[src/sv/iefa_pkg.sv]
// ---------------------------------------------------------------------------
// iefa_pkg
// Shared types and constants for the input event filter with autorepeat.
// ---------------------------------------------------------------------------
package iefa_pkg;

    localparam int KEY_COUNT  = 768;
    localparam int AXIS_COUNT = 64;
    localparam int MAX_SLOTS  = 16;
    localparam int SLOT_AXES  = 14;

    localparam int KEY_W   = $clog2(KEY_COUNT);
    localparam int AXIS_W  = $clog2(AXIS_COUNT);
    localparam int SLOT_W  = (MAX_SLOTS > 1) ? $clog2(MAX_SLOTS) : 1;
    localparam int SAX_W   = (SLOT_AXES > 1) ? $clog2(SLOT_AXES) : 1;
    localparam int SDEP    = MAX_SLOTS * SLOT_AXES;
    localparam int SDEP_W  = $clog2(SDEP);

    // Length of the clearing pass after reset: the deepest table.
    localparam int CLR_N   = (KEY_COUNT > SDEP) ? KEY_COUNT : SDEP;
    localparam int CLR_W   = $clog2(CLR_N + 1);

    localparam logic [9:0] SLOT_CODE = 10'd47;
    localparam logic [9:0] MT_FIRST  = 10'd48;

    localparam logic [4:0] TYPE_SYN  = 5'd0;
    localparam logic [4:0] TYPE_KEY  = 5'd1;
    localparam logic [4:0] TYPE_REL  = 5'd2;
    localparam logic [4:0] TYPE_ABS  = 5'd3;
    localparam logic [4:0] TYPE_MISC = 5'd4;

    localparam logic [15:0] DELAY_RST  = 16'd250;
    localparam logic [15:0] PERIOD_RST = 16'd33;

    typedef enum logic [1:0] {
        OP_EVENT = 2'd0,
        OP_TICK  = 2'd1,
        OP_FUZZ  = 2'd2,
        OP_CAP   = 2'd3
    } t_op;

    typedef enum logic [1:0] {
        REG_EN     = 2'd0,
        REG_DELAY  = 2'd1,
        REG_PERIOD = 2'd2,
        REG_SLOTS  = 2'd3
    } t_reg;

    // Classified word handed from the front to the back.
    typedef struct packed {
        t_op         op;
        logic [4:0]  ev_type;
        logic [9:0]  ev_code;
        logic [31:0] ev_value;
    } t_cmd;

    // One emitted word.
    typedef struct packed {
        logic [4:0]  typ;
        logic [9:0]  code;
        logic [31:0] value;
        logic        last;
    } t_res;

    function automatic logic [31:0] defuzz(logic signed [31:0] v,
                                           logic signed [31:0] o,
                                           logic signed [31:0] f);
        logic signed [35:0] vv, oo, ff, h, s3, s2;
        logic [31:0] r;
        begin
            vv = 36'(v); oo = 36'(o); ff = 36'(f);
            h  = (ff < 0) ? -((-ff) >>> 1) : (ff >>> 1);
            s3 = oo * 3 + vv;
            s2 = oo + vv;
            r  = v;
            if (f != 0) begin
                if (vv > oo - h && vv < oo + h) begin
                    r = o;
                end else if (vv > oo - ff && vv < oo + ff) begin
                    r = 32'((s3 < 0) ? -((-s3) >>> 2) : (s3 >>> 2));
                end else if (vv > oo - 2 * ff && vv < oo + 2 * ff) begin
                    r = 32'((s2 < 0) ? -((-s2) >>> 1) : (s2 >>> 1));
                end
            end
            return r;
        end
    endfunction

endpackage

[src/sv/iefa_front.sv]
// ---------------------------------------------------------------------------
// iefa_front
// Accepts words, drops those that can cause nothing, queues the rest.
// ---------------------------------------------------------------------------
module iefa_front (
    input  logic            i_clk,
    input  logic            i_rst_n,
    input  logic            i_push,
    output logic            o_full,
    input  logic [1:0]      i_opcode,
    input  logic [4:0]      i_ev_type,
    input  logic [9:0]      i_ev_code,
    input  logic [31:0]     i_ev_value,
    output logic            o_cmd_valid,
    output iefa_pkg::t_cmd  o_cmd,
    input  logic            i_cmd_take
);
    import iefa_pkg::*;

    t_cmd       r_q [2];
    logic       r_wp, r_rp, n_wp, n_rp;
    logic [1:0] r_cnt, n_cnt;
    logic       keep, wr;
    t_cmd       c;

    always_comb begin
        c.op       = t_op'(i_opcode);
        c.ev_type  = i_ev_type;
        c.ev_code  = i_ev_code;
        c.ev_value = i_ev_value;
        keep = 1'b1;
        if (c.op == OP_EVENT) begin
            case (i_ev_type)
                TYPE_SYN:  keep = (i_ev_code <= 10'd2);
                TYPE_KEY:  keep = 1'b1;
                TYPE_REL:  keep = 1'b1;
                TYPE_ABS:  keep = 1'b1;
                TYPE_MISC: keep = 1'b1;
                default:   keep = 1'b0;
            endcase
        end
        wr    = i_push && !o_full && keep;
        n_wp  = wr ? ~r_wp : r_wp;
        n_rp  = i_cmd_take ? ~r_rp : r_rp;
        n_cnt = r_cnt + 2'(wr) - 2'(i_cmd_take);
    end

    assign o_full      = (r_cnt == 2'd2);
    assign o_cmd_valid = (r_cnt != 2'd0);
    assign o_cmd       = r_q[r_rp];

    always_ff @(posedge i_clk) begin
        if (!i_rst_n) begin
            r_wp  <= 1'b0;
            r_rp  <= 1'b0;
            r_cnt <= 2'd0;
        end else begin
            r_wp  <= n_wp;
            r_rp  <= n_rp;
            r_cnt <= n_cnt;
        end
        if (wr) begin
            r_q[r_wp] <= c;
        end
    end
endmodule

[config.mk]
export PLATFORM = sky130hd
export DESIGN_NAME = iefa_front
export DESIGN_NICKNAME = d
export VERILOG_FILES = /design/src/sv/iefa_pkg.sv /design/src/sv/iefa_front.sv
export SDC_FILE = /design/constraint.sdc
export NUM_CORES = 1
export LEC_CHECK = 0
export BUFFER_PORTS_ARGS = -buffer_cell sky130_fd_sc_hd__buf_2
export CAP_MARGIN = 25
export CORE_MARGIN = 2
export CORE_UTILIZATION = 58
export CTS_BUF_LIST = sky130_fd_sc_hd__clkbuf_4
export DETAILED_ROUTE_END_ITERATION = 10
export PLACE_DENSITY = 0.95
export SYNTH_ARGS = -nofsm -noshare
export SYNTH_HDL_FRONTEND = slang
export SYNTH_SLANG_ARGS = --single-unit
export TNS_END_PERCENT = 20
[constraint.sdc]
create_clock -name i_clk -period 7 [get_ports i_clk]
set_input_delay 0.35 -clock i_clk [delete_from_list [all_inputs] [get_ports i_clk]]
set_output_delay 0.35 -clock i_clk [all_outputs]
set_load 0.005 [all_outputs]
-- After elaboration in Yosys (flattened, before gate mapping)
Memories as Yosys holds them, arrays and structs flattened. A register that Yosys moved wholly into a read port is not among the register bits.
Cells that the tools add are included.
- add/sub/neg operators: 2
- order comparisons: 1
- equal/unequal tests: 5
- multiplexer cells: 6
- bitwise logic cells: 2
- reductions and logical operators: 7
- operators with widths (cell ; count):
    == test 5 x 2 -> 1 bit (second input constant) ; 2
    less-or-equal comparator 10 x 2 -> 1 bit (second input constant) ; 1
    == test 5 x 1 -> 1 bit (second input constant) ; 1
    == test 5 x 3 -> 1 bit (second input constant) ; 1
    zero test 5 bit ; 1
    two-way mux 1 bit ; 5
    OR reduction 4 bit ; 1
    adder 2 x 1 -> 2 bit ; 1
    == test 2 bit (second input constant) ; 1
    logical AND 1 bit ; 2
    zero test 2 bit ; 1
    NOT 1 bit ; 2
    case mux 1 bit (2 select lines) ; 1
    nonzero test 2 bit ; 1
    subtractor 2 x 1 -> 2 bit ; 1
    zero test 1 bit ; 1
- register bits after elaboration: 4
- RAM bits: 98
- input bits: 53
- word-level logic and storage cells: 27
- memories: 1
- memory list (name ; words ; bits a word ; read ports ; clocked after memory_dff ; write ports ; line ; source):
    r_q ; 2 ; 49 ; 1 ; 1 ; 1 ; iefa_front.sv:20 ; t_cmd r_q [2];

-- Logic depth before layout (Yosys ltp)
- word-level depth: 7
- mapped depth: 9
- mapped depth without buffers: 9

-- Worst setup path before layout
No wires, ideal clock.
- path kind: input port to flip-flop
- start: in i_ev_type[3]
- end: mem r_q[0][0] (netlist bit) (enable)
- library setup time: 0.456 ns
- arrival: 3.183 ns
- setup slack: 3.361 ns
- stages: 4
- cell sequence: or2_0 -> a211o_1 -> a31o_2 -> nor2_1
- longest elaborated chain between the ends: 7
- elaborated cells on any way between the ends: 11
- RTL lines (element ; line ; source):
    start: declaration ; iefa_front.sv:11 ; input logic [4:0] i_ev_type,
    == test 5 x 3 -> 1 bit, or another cell as far along ; iefa_front.sv:33 ; case (i_ev_type)
    OR reduction 4 bit (no line) ; -- ;
    case mux 1 bit (2 select lines) (*) ; iefa_front.sv:33 ;
    two-way mux 1 bit (*) ; iefa_front.sv:32 ; if (c.op == OP_EVENT) begin
    logical AND 1 bit (*) ; iefa_front.sv:42 ; wr = i_push && !o_full && keep;
    two-way mux 1 bit (*) ; iefa_front.sv:62 ; if (wr) begin
    two-way mux 1 bit (implied by the code) (*) ; iefa_front.sv:63 ; r_q[r_wp] <= c;
    end: declaration ; iefa_front.sv:20 ;
Mark *: on every way between the ends. The rest lies on a longest branch, timed or not.

-- Final worst setup path
- start: reg r_cnt[1]
- end: mem r_q[1][30] (netlist bit) (enable)
- longest elaborated chain between the ends: 6
- RTL lines (element ; line ; source):
    start: declaration ; iefa_front.sv:22 ; logic [1:0] r_cnt, n_cnt;
    start signal: assignment ; iefa_front.sv:60 ; r_cnt <= n_cnt;
    == test 2 bit ; iefa_front.sv:48 ; assign o_full = (r_cnt == 2'd2);
    zero test 1 bit ; iefa_front.sv:42 ;
    logical AND 1 bit (2 in a row) ; iefa_front.sv:42 ;
    two-way mux 1 bit ; iefa_front.sv:62 ;
    two-way mux 1 bit (implied by the code) ; iefa_front.sv:63 ;
Every way passes these cells.

==> implementation parameters <==
Parameter                              Value

Clock tree
  Hold Buf Count CTS    0
  Clock latency reported for the late side of the worst-skew pair    0.42 ns
  Post-CTS setup buffer count    0
  CTS max path bufs    2
  Num CTS Buffers    9
  H-Tree Depth    3
  # resized after CTS    0
  Root Buffer    clkbuf_4
  Clock tree from TritonCTS    built
  Post-CTS clock slew at the launch and capture registers of the worst setup and hold paths    0.15 ns
  Count of clock tree sinks    103

Synth
  Leading cell types by total area after synthesis    edfxtp_1 77%, mux2_2 14%, dfxtp_1 2.6%, and2_1 0.81%, buf_2 0.65%
  Post-synth ARST share    0%
  Register bit count reported by yosys    103
  Per-instance average area after synthesis    20.1 um^2
  Top_reg_cell synth    edfxtp_1
  Cell count after synthesis    191
  Library cell occupying the most area in the post-synthesis netlist    edfxtp_1
  Count of warnings emitted by yosys    0
  Netlist cell types    23
  Synthesized Nets    246
  Sequential area share after synthesis    79.2%
  Number of enable-type register cells in the synthesized netlist    98
  Summed instance area of the synthesized netlist    3840 um^2
  Share of Yosys cell area claimed by the top area cell type    76.6%
  Cell with the most instances after synthesis    edfxtp_1
  Most numerous cell types in the synthesized netlist    98 x edfxtp_1, 49 x mux2_2

Power
  Cell area power density    287 nW/um^2
  Static Leakage    1.75 nW
  Switching Share    24.0%
  Total net switching power    0.320 mW
  Proportion of power drawn by combinational gates    16.1%
  Highest ir drop seen on vdd    0.203 mV
  Register share of total power    58.7%
  Design internal power    1.02 mW
  Clock share of power    25.2%
  Tot Pwr    1.34 mW

Route
  Via density    5.30
  Routed vias    2,042
  DRT Wirelength    6490 um
  Initial detailed-routing violation count    138
  Antenna-violating nets left    0
  Detailed-route wire length per cell    16.8 um
  Total DRC errors in the routed layout    0
  Number of iterations in the first detailed-routing pass    4

Critical path
  Startpoint of the worst register-to-register path    r_cnt[1]
  Slack of the worst reg-to-reg path    4.60 ns
  Critical path data arrival time    2.50 ns
  Largest delay contributor family on the critical path    simple AND/OR/NAND/NOR gates
  Critical path required time    7.10 ns
  Crit path capture type    register
  Destination of the worst register-to-register timing path    r_q[1][30]
  Crit-path cells    nor2b_1 > a211o_1 > a31o_2 > nor2_4 > buf_4
  Number of cells on the worst reg-to-reg path    5
  Max stage delay cell, worst path    nor2_4
  Largest fanout on the critical path    27
  Path type of the worst setup path    register to register
  Number of buffers and inverters on the critical path    1
  Slowest Stage Delay on Critical Path    0.51 ns
  CP Launch Type    register
  Launch point of the worst path    r_cnt[1]

Die
  Initial Utilization    60.2%
  Total number of placement rows    29
  Die area    7290 um^2
  Die X    85.4 um
  CORE AREA    6390 um^2
  Die Y    85.4 um
  Ports placed on the boundary    104

Timing
  Worst hold-check slack    0.0960 ns
  Rel. slew slack    56.6%
  Clock period minus worst slack    2.40 ns
  Maximum operating frequency    417 MHz
  Worst clock skew on the final layout    0.0123 ns
  RSZ-0062 raised after global routing    no
  Final worst path period share    34.2%
  Setup TNS    0 ns
  Worst Slack Setup Final    4.60 ns
  Transition time of the tightest slew-check pin    0.650 ns
  Final number of hold-violating endpoints    0
  Number of endpoints failing setup at the final stage    0
  Number of max-slew violations in the final report    0

Worst hold path
  Hold Path Stages    1
  Hold Path Origin    i_ev_value[10]
  Hold Path Sink    r_q[1][10]
  Type of the most critical hold path    primary input to register

Cells and area
  Fillers    412
  Non-filler instance count after layout    385
  Number of nets in the finished design    358
  Area delta synth->final    21.0%
  Area used by multi-input combinational logic    778 um^2
  Storage cell area    3040 um^2
  Post-layout utilization of the core    72.8%
  Final Instance Area    4650 um^2
  Ratio of cells with drive above 1 in the final layout    57.5%
  N_diodes    0

Placement
  Worst slack after detailed placement    4.23 ns
  Instance count after placement with tap cells included    369
  Routability cong.    0.754
  Instance area at placement    4480 um^2
  Dpl hpwl    4500 um
  Count of buffers inserted at the top-level ports    103

Global route
  Total global-route track usage    18.1%
  Final global-route overflow total    0
  Number of antenna violations at the first check in global routing    0
  Largest net degree at the start of global routing    36
  Wire length of the first global-routing pass    9670 um
  Via count of the first global-routing pass    1,985

Run
  Reported max-cap violation count    0

Run status
  Run status    completed
## logic make-up after synthesis
logic type      share of synthesized area, %
simple gates                            2.96
buf+inv                                0.944
xor+xnor                               0.912
flops                                   79.2
mux                                     14.6
compound gates                         0.716
fa+ha+maj                              0.651
## area by class of cell
cell class	count	share of cell area, %
timing repair buffer	106	11.8
multi-input combinational	80	16.7
sequential	103	65.5
clock inverter	7	2.15
tap	77	2.07
inverter	3	0.242
clock buffer	9	1.45
## sequential cells by signal, indices dropped and copies added, names as in the netlist, named ones only
signal	cells
r_rp	1
r_cnt	2
r_wp	1
r_q	98
## cell usage in the layout, fill, tap and decap left out
| master | n |
|---|---|
| dfxtp_1 | 4 |
| nor2_4 | 2 |
| a211o_1 | 1 |
| mux2i_1 | 1 |
| nand2b_1 | 1 |
| a211o_2 | 1 |
| nor3_1 | 1 |
| xnor2_1 | 2 |
| ha_1 | 2 |
| nand3_1 | 1 |
| buf_12 | 1 |
| nor4_1 | 2 |
| nor2b_1 | 1 |
| inv_6 | 3 |
| inv_1 | 3 |
| clkinv_4 | 1 |
| nand4_1 | 2 |
| buf_4 | 2 |
| bufinv_16 | 2 |
| buf_2 | 103 |
| or2_2 | 1 |
| nand2_1 | 1 |
| clkbuf_4 | 9 |
| clkinv_2 | 1 |
| and2_1 | 5 |
| dfxtp_2 | 1 |
| nor2_1 | 3 |
| xor2_1 | 2 |
| edfxtp_1 | 98 |
| a31o_2 | 1 |
| mux2_2 | 49 |
| or2_0 | 1 |
## power groups by stage
stage	Clock [mW]	Sequential (mW)	Combinational [mW]
finish	0.337	0.785	0.215
global route	0.366	0.792	0.236
CTS	0.343	0.786	0.218
detailed placement	0	0.800	0.217
global placement	0	0.800	0.204
floorplan	0	0.792	0.122
## routing by layer
metal  share of wire [%]  global-route usage (%)
met1                  40                    22.5
met2                  51                    30.2
met3                 7.5                    4.57
met4                 1.4                    7.94
met5                   0                       0
## how the worst max path moves through the flow
| stage | to | slack, ns | cells after the start |
|---|---|---|---|
| after floorplan | r_q[0][0] | 3.36 | 4 |
| after CTS | r_q[1][30] | 4.60 | 5 |
| after detailed placement | r_q[1][39] | 4.23 | 6 |
| after global placement | r_q[1][32] | 4.27 | 6 |
| final | r_q[1][30] | 4.60 | 5 |
| after global routing | r_q[1][30] | 4.44 | 5 |
(Power assumes the default switching activity.)
